## src/rtl/u2u8_pkg.sv

```systemverilog
// ----------------------------------------------------------------------------
// u2u8_pkg
// Shared types, constants and the UTF-8 byte formatter of the transcoder.
// ----------------------------------------------------------------------------
`default_nettype none

package u2u8_pkg;

  localparam int unsigned UNIT_W      = 16;
  localparam int unsigned CP_W        = 21;
  localparam int unsigned HELD_W      = 10;
  localparam int unsigned LEN_W       = 3;
  localparam int unsigned IDX_W       = 2;
  localparam int unsigned QUEUE_DEPTH = 2;

  localparam logic [UNIT_W-1:0] HIGH_FIRST  = 16'hD800;
  localparam logic [UNIT_W-1:0] HIGH_LAST   = 16'hDBFF;
  localparam logic [UNIT_W-1:0] LOW_FIRST   = 16'hDC00;
  localparam logic [UNIT_W-1:0] LOW_LAST    = 16'hDFFF;
  localparam logic [CP_W-1:0]   SUPP_BASE   = 21'h10000;
  localparam logic [CP_W-1:0]   REPLACEMENT = 21'h0FFFD;
  localparam logic [UNIT_W-1:0] ONE_BYTE_LIM = 16'h0080;
  localparam logic [UNIT_W-1:0] TWO_BYTE_LIM = 16'h0800;

  localparam logic [7:0] CONT_MARK  = 8'h80;
  localparam logic [7:0] LEAD2_MARK = 8'hC0;
  localparam logic [7:0] LEAD3_MARK = 8'hE0;
  localparam logic [7:0] LEAD4_MARK = 8'hF0;
  localparam logic [7:0] CONT_MASK  = 8'h3F;

  localparam logic [LEN_W-1:0] LEN_NONE = 3'd0;
  localparam logic [LEN_W-1:0] LEN_1    = 3'd1;
  localparam logic [LEN_W-1:0] LEN_2    = 3'd2;
  localparam logic [LEN_W-1:0] LEN_3    = 3'd3;
  localparam logic [LEN_W-1:0] LEN_4    = 3'd4;

  // One queued piece of work: an optional replacement character for a
  // dropped high surrogate, then a code point of len bytes (none if zero).
  typedef struct packed {
    logic             pre_fffd;
    logic [LEN_W-1:0] len;
    logic [CP_W-1:0]  cp;
    logic             is_final;
  } job_t;

  // Byte idx of the len-byte UTF-8 form of cp.
  function automatic logic [7:0] utf8_byte(input logic [CP_W-1:0] cp,
                                           input logic [LEN_W-1:0] len,
                                           input logic [IDX_W-1:0] idx);
    logic [LEN_W-1:0] pos;
    logic [7:0]       res;
    pos = len - LEN_1 - {1'b0, idx};
    if (idx == '0) begin
      unique case (len)
        LEN_2:   res = LEAD2_MARK | {3'b000, cp[10:6]};
        LEN_3:   res = LEAD3_MARK | {4'b0000, cp[15:12]};
        LEN_4:   res = LEAD4_MARK | {5'b00000, cp[20:18]};
        default: res = {1'b0, cp[6:0]};
      endcase
    end else begin
      unique case (pos)
        3'd0:    res = CONT_MARK | (CONT_MASK & {2'b00, cp[5:0]});
        3'd1:    res = CONT_MARK | (CONT_MASK & {2'b00, cp[11:6]});
        3'd2:    res = CONT_MARK | (CONT_MASK & {2'b00, cp[17:12]});
        default: res = CONT_MARK | (CONT_MASK & {5'b00000, cp[20:18]});
      endcase
    end
    return res;
  endfunction

endpackage

`default_nettype wire

```

## src/rtl/utf16_to_utf8_transcoder.sv

```systemverilog
// ----------------------------------------------------------------------------
// utf16_to_utf8_transcoder
// UTF-16 code units in, UTF-8 bytes out, with surrogate pairing and U+FFFD
// replacement of lone surrogates.
// ----------------------------------------------------------------------------
// The first byte of a unit passes through the queue and then through the
// registered output stage before it is on the output.
// The byte emitter gives one output byte per cycle while the queue holds a
// job and out_ready is high; a unit yields zero to six bytes, and a held high
// surrogate with no dropped one before it yields none. Reset clears the
// surrogate hold, the queue and the output stage.
`default_nettype none

module utf16_to_utf8_transcoder
  import u2u8_pkg::*;
#(
  parameter int unsigned DEPTH = QUEUE_DEPTH
) (
  input  wire logic              clk,
  input  wire logic              rst_n,
  input  wire logic              in_valid,
  output logic                   in_ready,
  input  wire logic [UNIT_W-1:0] in_code_unit,
  input  wire logic              in_unit_is_final,
  output logic                   out_valid,
  input  wire logic              out_ready,
  output logic [7:0]             out_byte,
  output logic                   out_run_end,
  output logic                   out_string_end
);

  logic q_full, q_empty, q_push, q_pop;
  job_t push_job, head_job;

  u2u8_front u_front (
    .clk              (clk),
    .rst_n            (rst_n),
    .in_valid         (in_valid),
    .in_ready         (in_ready),
    .in_code_unit     (in_code_unit),
    .in_unit_is_final (in_unit_is_final),
    .q_full           (q_full),
    .q_push           (q_push),
    .q_job            (push_job)
  );

  u2u8_queue #(
    .DEPTH (DEPTH)
  ) u_queue (
    .clk      (clk),
    .rst_n    (rst_n),
    .push     (q_push),
    .push_job (push_job),
    .pop      (q_pop),
    .head_job (head_job),
    .full     (q_full),
    .empty    (q_empty)
  );

  u2u8_back u_back (
    .clk            (clk),
    .rst_n          (rst_n),
    .head_job       (head_job),
    .q_empty        (q_empty),
    .q_pop          (q_pop),
    .out_valid      (out_valid),
    .out_ready      (out_ready),
    .out_byte       (out_byte),
    .out_run_end    (out_run_end),
    .out_string_end (out_string_end)
  );

endmodule

`default_nettype wire

```

## src/rtl/u2u8_front.sv

```systemverilog
// ----------------------------------------------------------------------------
// u2u8_front
// Takes code units, pairs surrogates and pushes encode jobs to the queue.
// ----------------------------------------------------------------------------
`default_nettype none

module u2u8_front
  import u2u8_pkg::*;
(
  input  wire logic              clk,
  input  wire logic              rst_n,
  input  wire logic              in_valid,
  output logic                   in_ready,
  input  wire logic [UNIT_W-1:0] in_code_unit,
  input  wire logic              in_unit_is_final,
  input  wire logic              q_full,
  output logic                   q_push,
  output job_t                   q_job
);

  logic              high_pending_r, high_pending_nxt;
  logic [HELD_W-1:0] held_r, held_nxt;
  logic              accept, is_high, is_low;

  assign in_ready = !q_full;
  assign accept   = in_valid && in_ready;
  assign is_high  = (in_code_unit >= HIGH_FIRST) && (in_code_unit <= HIGH_LAST);
  assign is_low   = (in_code_unit >= LOW_FIRST) && (in_code_unit <= LOW_LAST);

  always_comb begin
    high_pending_nxt = high_pending_r;
    held_nxt         = held_r;
    q_job.pre_fffd   = 1'b0;
    q_job.len        = LEN_NONE;
    q_job.cp         = REPLACEMENT;
    q_job.is_final   = in_unit_is_final;
    if (high_pending_r && is_low) begin
      q_job.cp         = SUPP_BASE + {1'b0, held_r, in_code_unit[HELD_W-1:0]};
      q_job.len        = LEN_4;
      high_pending_nxt = 1'b0;
    end else begin
      q_job.pre_fffd   = high_pending_r;
      high_pending_nxt = 1'b0;
      if (is_high && !in_unit_is_final) begin
        high_pending_nxt = 1'b1;
        held_nxt         = in_code_unit[HELD_W-1:0];
      end else if (is_high || is_low) begin
        q_job.len = LEN_3;
      end else begin
        q_job.cp = {{(CP_W-UNIT_W){1'b0}}, in_code_unit};
        if (in_code_unit < ONE_BYTE_LIM) begin
          q_job.len = LEN_1;
        end else if (in_code_unit < TWO_BYTE_LIM) begin
          q_job.len = LEN_2;
        end else begin
          q_job.len = LEN_3;
        end
      end
    end
  end

  // A held high surrogate with nothing before it produces no job.
  assign q_push = accept && (q_job.pre_fffd || (q_job.len != LEN_NONE));

  always_ff @(posedge clk) begin
    if (!rst_n) begin
      high_pending_r <= 1'b0;
      held_r         <= '0;
    end else if (accept) begin
      high_pending_r <= high_pending_nxt;
      held_r         <= held_nxt;
    end
  end

endmodule

`default_nettype wire

```

## src/rtl/u2u8_queue.sv

```systemverilog
// ----------------------------------------------------------------------------
// u2u8_queue
// Short job queue between the front and the byte emitter.
// ----------------------------------------------------------------------------
`default_nettype none

module u2u8_queue
  import u2u8_pkg::*;
#(
  parameter int unsigned DEPTH = QUEUE_DEPTH
) (
  input  wire logic clk,
  input  wire logic rst_n,
  input  wire logic push,
  input  wire job_t push_job,
  input  wire logic pop,
  output job_t      head_job,
  output logic      full,
  output logic      empty
);

  localparam int unsigned PTR_W = (DEPTH > 1) ? $clog2(DEPTH) : 1;
  localparam int unsigned CNT_W = $clog2(DEPTH + 1);
  localparam logic [PTR_W-1:0] LAST_PTR = PTR_W'(DEPTH - 1);
  localparam logic [CNT_W-1:0] FULL_CNT = CNT_W'(DEPTH);

  job_t             mem_r [DEPTH];
  logic [PTR_W-1:0] wr_ptr_r, rd_ptr_r;
  logic [CNT_W-1:0] count_r;

  assign full     = (count_r == FULL_CNT);
  assign empty    = (count_r == '0);
  assign head_job = mem_r[rd_ptr_r];

  always_ff @(posedge clk) begin
    if (push) begin
      mem_r[wr_ptr_r] <= push_job;
    end
  end

  always_ff @(posedge clk) begin
    if (!rst_n) begin
      wr_ptr_r <= '0;
      rd_ptr_r <= '0;
      count_r  <= '0;
    end else begin
      if (push) begin
        wr_ptr_r <= (wr_ptr_r == LAST_PTR) ? '0 : wr_ptr_r + 1'b1;
      end
      if (pop) begin
        rd_ptr_r <= (rd_ptr_r == LAST_PTR) ? '0 : rd_ptr_r + 1'b1;
      end
      if (push && !pop) begin
        count_r <= count_r + 1'b1;
      end else if (pop && !push) begin
        count_r <= count_r - 1'b1;
      end
    end
  end

endmodule

`default_nettype wire

```

## src/rtl/u2u8_back.sv

```systemverilog
// ----------------------------------------------------------------------------
// u2u8_back
// Walks the head job byte by byte into a registered output stage.
// ----------------------------------------------------------------------------
`default_nettype none

module u2u8_back
  import u2u8_pkg::*;
(
  input  wire logic clk,
  input  wire logic rst_n,
  input  wire job_t head_job,
  input  wire logic q_empty,
  output logic      q_pop,
  output logic      out_valid,
  input  wire logic out_ready,
  output logic [7:0] out_byte,
  output logic      out_run_end,
  output logic      out_string_end
);

  logic             out_valid_r;
  logic [7:0]       byte_r;
  logic             run_end_r, string_end_r;
  logic             pre_done_r;
  logic [IDX_W-1:0] idx_r;

  logic             load, in_pre, last_of_cp, last_of_job;
  logic [CP_W-1:0]  cur_cp;
  logic [LEN_W-1:0] cur_len;

  assign load    = !q_empty && (!out_valid_r || out_ready);
  assign in_pre  = head_job.pre_fffd && !pre_done_r;
  assign cur_cp  = in_pre ? REPLACEMENT : head_job.cp;
  assign cur_len = in_pre ? LEN_3 : head_job.len;

  assign last_of_cp  = ({1'b0, idx_r} == (cur_len - LEN_1));
  assign last_of_job = last_of_cp && (!in_pre || (head_job.len == LEN_NONE));
  assign q_pop       = load && last_of_job;

  always_ff @(posedge clk) begin
    if (!rst_n) begin
      out_valid_r <= 1'b0;
      pre_done_r  <= 1'b0;
      idx_r       <= '0;
    end else begin
      if (load) begin
        out_valid_r <= 1'b1;
      end else if (out_ready) begin
        out_valid_r <= 1'b0;
      end
      if (load) begin
        if (last_of_job) begin
          idx_r      <= '0;
          pre_done_r <= 1'b0;
        end else if (last_of_cp) begin
          idx_r      <= '0;
          pre_done_r <= 1'b1;
        end else begin
          idx_r <= idx_r + 1'b1;
        end
      end
    end
  end

  always_ff @(posedge clk) begin
    if (load) begin
      byte_r       <= utf8_byte(cur_cp, cur_len, idx_r);
      run_end_r    <= last_of_job;
      string_end_r <= last_of_job && head_job.is_final;
    end
  end

  assign out_valid      = out_valid_r;
  assign out_byte       = byte_r;
  assign out_run_end    = run_end_r;
  assign out_string_end = string_end_r;

endmodule

`default_nettype wire
```

## config.mk

```make
export PLATFORM = sky130hd
export DESIGN_NAME = utf16_to_utf8_transcoder
export DESIGN_NICKNAME = d
export VERILOG_FILES = /design/src/rtl/u2u8_pkg.sv /design/src/rtl/utf16_to_utf8_transcoder.sv /design/src/rtl/u2u8_front.sv /design/src/rtl/u2u8_queue.sv /design/src/rtl/u2u8_back.sv
export SDC_FILE = /design/constraint.sdc
export NUM_CORES = 1
export LEC_CHECK = 0
export BUFFER_PORTS_ARGS = -buffer_cell sky130_fd_sc_hd__buf_2
export CAP_MARGIN = 20
export CELL_PAD_IN_SITES_DETAIL_PLACEMENT = 0
export CELL_PAD_IN_SITES_GLOBAL_PLACEMENT = 1
export CORE_MARGIN = 8
export CORE_UTILIZATION = 48
export CTS_BUF_LIST = sky130_fd_sc_hd__clkbuf_16
export DETAILED_ROUTE_END_ITERATION = 7
export GPL_ROUTABILITY_DRIVEN = 0
export GPL_TIMING_DRIVEN = 0
export MAX_ROUTING_LAYER = met4
export PLACE_DENSITY_LB_ADDON = 0.1
export SETUP_SLACK_MARGIN = 0.02
export SLEW_MARGIN = 20
export SYNTH_ARGS = -nofsm -noshare
export SYNTH_HDL_FRONTEND = slang
export SYNTH_SLANG_ARGS = --single-unit
```

## constraint.sdc

```tcl
create_clock -name clk -period 4.14 [get_ports clk]
set_input_delay 0.621 -clock clk [delete_from_list [all_inputs] [get_ports clk]]
set_output_delay 0.621 -clock clk [all_outputs]
set_load 0.02 [all_outputs]
```

==> results of run 1 <==
## where the power goes
part	total (uW)	internal [uW]	switching (uW)
logic	638	245	393
registers	1060	1020	34.8
clock network	858	515	342
total	2550	1780	770
## worst max-delay path, delay by kind of cell (launching register included)
kind / cells / cell delay, ns
AOI/OAI and AO/OA: 1 / 0.16
buffers and inverters: 4 / 0.81
muxes: 1 / 0.41
adders and majority gates: 2 / 0.60
DFF: 1 / 0.41
and+or+nand+nor: 5 / 1.21
## final timing paths
path         cells after the start  slack (ns)             endpoint         startpoint
max                             13        0.47   u_queue.count_r[1]          flip-flop
min                              1        0.49  u_queue.mem_r[1][0]   in_unit_is_final
max reg2reg                     13        0.47   u_queue.count_r[1]          flip-flop
min reg2reg                      2        0.53    u_front.held_r[2]  u_front.held_r[2]
## stage by stage
step	setup WS (ns)	cell area, um2	hold WS (ns)
final	0.465	4630	0.490
after global routing	0.109	4630	0.483
after CTS	0.459	4630	0.483
after detailed placement	0.470	4300	0.510
after global placement	0.448	4270	0.501
after floorplan	1.08	3990	0.482
## sequential cells by signal (all words and copies together) (netlist names), 2 cells and up, named ones only
| register | flops |
|---|---|
| u_back.idx_r | 2 |
| u_back.out_byte | 8 |
| u_front.held_r | 10 |
| u_queue.count_r | 2 |
| u_queue.mem_r | 52 |
## cells in the mapped netlist, types with 2 or more instances
library cell,n,area [um2]
o32ai_1,2,17.5
buf_4,2,15.0
mux2_2,6,67.6
nor3_1,4,20.0
nor2b_1,18,113
o21bai_1,3,22.5
inv_1,13,48.8
xor2_1,4,35.0
nor2_1,17,63.8
dfxtp_1,20,400
mux2i_1,33,330
a21oi_1,9,45.0
or2_2,10,62.6
o21ai_0,18,90.1
and4_1,3,26.3
clkbuf_1,7,26.3
nand3_1,11,55.1
ha_1,9,113
a2111oi_0,2,17.5
a211oi_1,2,15.0
nand2b_1,3,18.8
a21o_1,2,15.0
nand4_1,2,12.5
edfxtp_1,62,1860
nand2_1,10,37.5
buf_2,4,20.0
or4_1,2,15.0
and2_1,8,50.1
a221o_1,2,20.0
xnor2_1,3,26.3
a21boi_0,3,22.5
a22oi_1,3,22.5
o21a_1,7,52.6
## cells by family after synthesis
family,count (synthesis)
and+or+nand+nor,97
buffers and inverters,27
xor gates and xnor gates,7
AOI/OAI and AO/OA,64
muxes,40
adders and majority gates,10
DFF,82
## per-layer routing
layer	wire, um	vias up
met5	0	-
met4	42	0
met3	392	4
met2	4030	72
met1	4090	1263
li1	-	1300
## layout make-up
class / instances / area share, %
Tap cell: 105 / 2.84
Buffer: 14 / 1.57
Clock buffer: 10 / 5.41
Timing Repair Buffer: 32 / 3.79
Multi-Input combinational cell: 218 / 34.9
Inverter: 13 / 1.05
Sequential cell: 82 / 48.9
Clock inverter: 6 / 1.60
==> results.py, run 1 <==
metrics = {
    "cts": {
        "hold_buffers": 0,
        "clockRootBuffer": "clkbuf_16",
        "cts_tree": "done",
        "numClockSinks": 82,
        "cts_setup_buffers": 0,
        "cts_resized": 0,
        "numCtsBuffers": 9,
        "insertion_delay_ns": 0.33,
        "path_clk_slew_ns": 0.06,
        "clk_path_buf_depth": 2,
        "h-tree-depth": 3,
    },
    "synth": {
        "synth_fa_ha_area_share_pct": 3.33,
        "ys_types": 56,
        "ys_seq_area_share_pct": 56.7,
        "yosys.area_share.simple_pct": 13.9,
        "yosysWarnings": 0,
        "synthFlopType": "edfxtp_1",
        "avgSynthCellArea_um2": 12.2,
        "synth_top_family_by_area": "simple AND/OR/NAND/NOR gates",
        "synthMuxAreaShare_pct": 10.5,
        "syn-cell-area_mm2": 0.00399,
        "synthArstFlopShare_pct": 0,
        "synth_edf_count": 62,
        "synth-xor-area-share_pct": 1.54,
        "ys_ff_latch": 82,
        "synthesis.nets": 358,
        "synth_compound_area_share_pct": 10.9,
        "syn-instance-count": 327,
    },
    "timing": {
        "period_minus_slack_ns": 3.67,
        "drv_slew": 0,
        "setup-violations-final": 0,
        "finalHoldViolations": 0,
        "relSlewSlack_pct": 57.1,
        "fmaxAchievable_mhz": 272,
        "setup_tns_ns": 0,
        "tightest_slew_ns": 0.644,
        "fin_skew_ns": 0.00585,
        "period_share_pct": 88.8,
        "rsz0062_at_grt": "no",
    },
    "placement": {
        "hpwl_um": 6280,
        "placed_cells": 464,
        "place.port_buffers": 31,
    },
    "global_route": {
        "first_global_vias": 2597,
        "antenna_found_initial": 0,
        "grt_max_degree": 27,
        "grt_overflow": 0,
        "grt_pass1_wl_um": 13400,
        "busiest_layer": "met2",
        "use_met3_pct": 3.60,
        "use_met2_pct": 25.0,
        "grtUsageMet1_pct": 19.3,
        "grtUsageTotal_pct": 15.7,
    },
    "final_layout": {
        "stdcell_count": 480,
        "area_growth_pct": 16.0,
        "diodes": 0,
        "multiInputGateArea_mm2": 0.00161,
        "final_cell_mix": "edfxtp_1, buf_2, mux2i_1",
        "fin_nets": 401,
        "drive_gt1_share_pct": 21.1,
        "postLayoutCoreUtil_pct": 56.9,
        "seqCellArea_mm2": 0.00226,
        "fill_cells": 680,
        "final_common_cell": "edfxtp_1",
    },
    "drt": {
        "dr_total_vias": 2639,
        "drtIter0Drc": 134,
        "drc": 0,
        "post_drt_via_cell_ratio": 5.50,
        "drtAntennaViolNets": 0,
        "wl_um": 8560,
        "firstDrtPassIters": 4,
        "routedWlPerCell_um": 17.8,
    },
    "die": {
        "die_w_um": 107,
        "core_area_mm2": 0.00813,
        "die_y_um": 107,
        "io_pins": 33,
        "fp.dieArea_mm2": 0.0115,
        "start_util_pct": 49.0,
        "num_rows": 33,
    },
    "pwr": {
        "power_leakage_uw": 0.00172,
        "p_per_area_mw_per_mm2": 552,
        "vdd_drop_max_v": 0.000253,
        "fin_total_pwr_uw": 2550,
    },
    "hold_path": {
        "hold_path.class": "in2reg",
    },
    "critical_path": {
        "crit_slowest_cell": "dfxtp_1",
        "crit_path_max_fanout": 10,
        "cp_data_required_time_ns": 4.40,
        "crit_arrival_ns": 3.94,
        "critPathMaxStageDelay_ns": 0.41,
        "path_class": "reg2reg",
        "worstSetupStartpointType": "flip-flop",
        "end_kind": "flip-flop",
        "worstPathCellList": "mux2i_1, or2_0, buf_2, buf_2, nand2_1, ha_1, clkbuf_1, nand3b_1, nor3_2, inv_1, ha_1, or3_1, a21boi_0",
    },
    "outcome": {
        "status": "finished, final reports clean",
    },
    "run": {
        "max-cap-violations": 0,
    },
}
(Power assumes the default switching activity.)
==> inputs of run 2 (changes only) <==
--- a/config.mk
+++ b/config.mk
@@ -9,15 +9,18 @@
 export CAP_MARGIN = 20
 export CELL_PAD_IN_SITES_DETAIL_PLACEMENT = 0
 export CELL_PAD_IN_SITES_GLOBAL_PLACEMENT = 1
+export CORE_ASPECT_RATIO = 1.4
 export CORE_MARGIN = 8
 export CORE_UTILIZATION = 48
 export CTS_BUF_LIST = sky130_fd_sc_hd__clkbuf_16
+export CTS_CLUSTER_SIZE = 12
 export DETAILED_ROUTE_END_ITERATION = 7
 export GPL_ROUTABILITY_DRIVEN = 0
 export GPL_TIMING_DRIVEN = 0
 export MAX_ROUTING_LAYER = met4
 export PLACE_DENSITY_LB_ADDON = 0.1
 export SETUP_SLACK_MARGIN = 0.02
+export SKIP_CTS_REPAIR_TIMING = 1
 export SLEW_MARGIN = 20
 export SYNTH_ARGS = -nofsm -noshare
 export SYNTH_HDL_FRONTEND = slang
==> run 2 against run 1 <==
  * Global-route usage grew 0.16 points
  * Design area is 1.0% lower
  * Setup slack improved by 0.039 ns
  * Register-to-register slack improved by 0.04 ns
  * Sequential power barely moved
  * Critical path type unchanged
  * Largest cell class unchanged
  * Largest power group unchanged
==> results.py, run 2 (same netlist as run 1, synthesis figures left out) <==
metrics = {
    "outcome": {
        "status": "finished, final reports clean",
    },
    "final_layout": {
        "postLayoutCoreUtil_pct": 56.5,
        "drive_gt1_share_pct": 20.0,
        "diodes": 0,
        "largest_reg_flops": 52,
        "fin_nets": 401,
        "area_growth_pct": 14.8,
        "stdcell_count": 477,
        "final_cell_mix": "edfxtp_1, buf_2, mux2i_1",
        "regMostFlops": "u_queue.mem_r",
        "fill_cells": 729,
        "final_common_cell": "edfxtp_1",
    },
    "global_route": {
        "grt_pass1_wl_um": 13400,
        "grt_max_degree": 27,
        "antenna_found_initial": 0,
        "grt_overflow": 0,
        "grtUsageTotal_pct": 15.8,
        "first_global_vias": 2703,
    },
    "hold_path": {
        "min_to": "u_front.held_r[0]",
        "hold_path.class": "reg2reg",
        "hold_start": "u_front.held_r[0]",
        "holdPathStages": 2,
    },
    "timing": {
        "finalHoldViolations": 0,
        "fin_skew_ns": 0.00816,
        "rsz0062_at_grt": "no",
        "setup-violations-final": 0,
        "tightest_slew_ns": 0.618,
        "fmaxAchievable_mhz": 275,
        "relSlewSlack_pct": 58.8,
        "setup_tns_ns": 0,
        "period_minus_slack_ns": 3.64,
        "drv_slew": 0,
        "period_share_pct": 87.8,
    },
    "pwr": {
        "p_per_area_mw_per_mm2": 533,
        "vdd_drop_max_v": 0.000272,
        "power_leakage_uw": 0.00171,
    },
    "drt": {
        "drc": 0,
        "routedWlPerCell_um": 17.3,
        "wl_um": 8270,
        "drtAntennaViolNets": 0,
        "post_drt_via_cell_ratio": 5.46,
        "drtIter0Drc": 91,
        "firstDrtPassIters": 5,
        "dr_total_vias": 2603,
    },
    "die": {
        "die_y_um": 124,
        "die_w_um": 93.0,
        "num_rows": 39,
        "core_area_mm2": 0.00810,
        "start_util_pct": 49.2,
        "io_pins": 33,
        "fp.dieArea_mm2": 0.0115,
    },
    "placement": {
        "place.port_buffers": 31,
        "placed_cells": 461,
        "hpwl_um": 6430,
    },
    "cts": {
        "clockRootBuffer": "clkbuf_16",
        "numCtsBuffers": 9,
        "insertion_delay_ns": 0.33,
        "clk_path_buf_depth": 2,
        "h-tree-depth": 3,
        "path_clk_slew_ns": 0.06,
        "cts_tree": "done",
        "numClockSinks": 82,
    },
    "critical_path": {
        "path_class": "reg2reg",
        "crit_family": "simple AND/OR/NAND/NOR gates",
        "crit_path_max_fanout": 10,
        "critPathMaxStageDelay_ns": 0.41,
        "crit_slowest_cell": "mux2i_1",
        "regToRegSetupSlack_ns": 0.50,
        "worstSetupStartpointType": "flip-flop",
        "cp_data_required_time_ns": 4.39,
        "end_kind": "flip-flop",
        "worstPathCellList": "mux2i_1, or2_0, buf_2, buf_2, nand2_1, ha_1, clkbuf_1, nand3b_1, nor3_2, inv_1, ha_1, or3_1, a21boi_0",
        "rr_endpoint": "u_queue.count_r[1]",
        "crit_arrival_ns": 3.89,
        "rr_worst_depth": 13,
        "path_buf_inv": 4,
    },
    "run": {
        "max-cap-violations": 0,
    },
}
[run 2: worst max path at each step]
stage | startpoint | endpoint | cells past startpoint
after floorplan | flip-flop | u_queue.count_r[1] | 14
after global placement | in_code_unit[12] | u_queue.mem_r[0][20] | 5
after detailed placement | flip-flop | u_queue.count_r[1] | 13
after CTS | flip-flop | u_queue.count_r[1] | 13
after global routing | flip-flop | u_queue.count_r[1] | 13
final | flip-flop | u_queue.count_r[1] | 13
[run 2: where the power goes]
| group | internal (uW) | switching [uW] | leakage [uW] | total, uW |
|---|---|---|---|---|
| Clock | 456 | 287 | 0.000150 | 742 |
| Sequential | 1020 | 34.0 | 0.000732 | 1060 |
| Combinational | 245 | 396 | 0.000828 | 641 |
[run 2: worst reg2reg max path, cell delays in order, from the launching register on]
cell and delay [ns]:
dfxtp_1 0.40, mux2i_1 0.41, or2_0 0.16, buf_2 0.17, buf_2 0.23, nand2_1 0.14, ha_1 0.29, clkbuf_1 0.33
nand3b_1 0.27, nor3_2 0.24, inv_1 0.09, ha_1 0.32, or3_1 0.36, a21boi_0 0.16
[run 2: per-layer routing]
layer  track usage, %  routed length (um)  vias to the layer above
met5                -                   0                        -
met1             16.5                3430                     1241
met3             3.32                 310                       19
li1                 -                   -                     1291
met2             27.3                4270                       52
met4             8.80                 261                        0
[run 2: final cells by class]
type,instances,area [um2],share of cell area (%)
Tap cell,102,128,2.79
Clock buffer,9,225,4.92
Multi-Input combinational cell,218,1610,35.2
Timing Repair Buffer,32,175,3.83
Sequential cell,82,2260,49.4
Inverter,13,48.8,1.07
Clock inverter,7,55.1,1.20
Buffer,14,72.6,1.58
[run 2: through the flow]
step                      hold slack, ns  power, uW  worst slack, ns  cell area, um2
after global placement             0.506       1700            0.488            4270
final                              0.521       2440            0.504            4580
after detailed placement           0.514       1720            0.538            4300
after floorplan                    0.482       1520             1.08            3990
after CTS                          0.526       2460            0.478            4580
after global routing               0.531       2560            0.218            4580
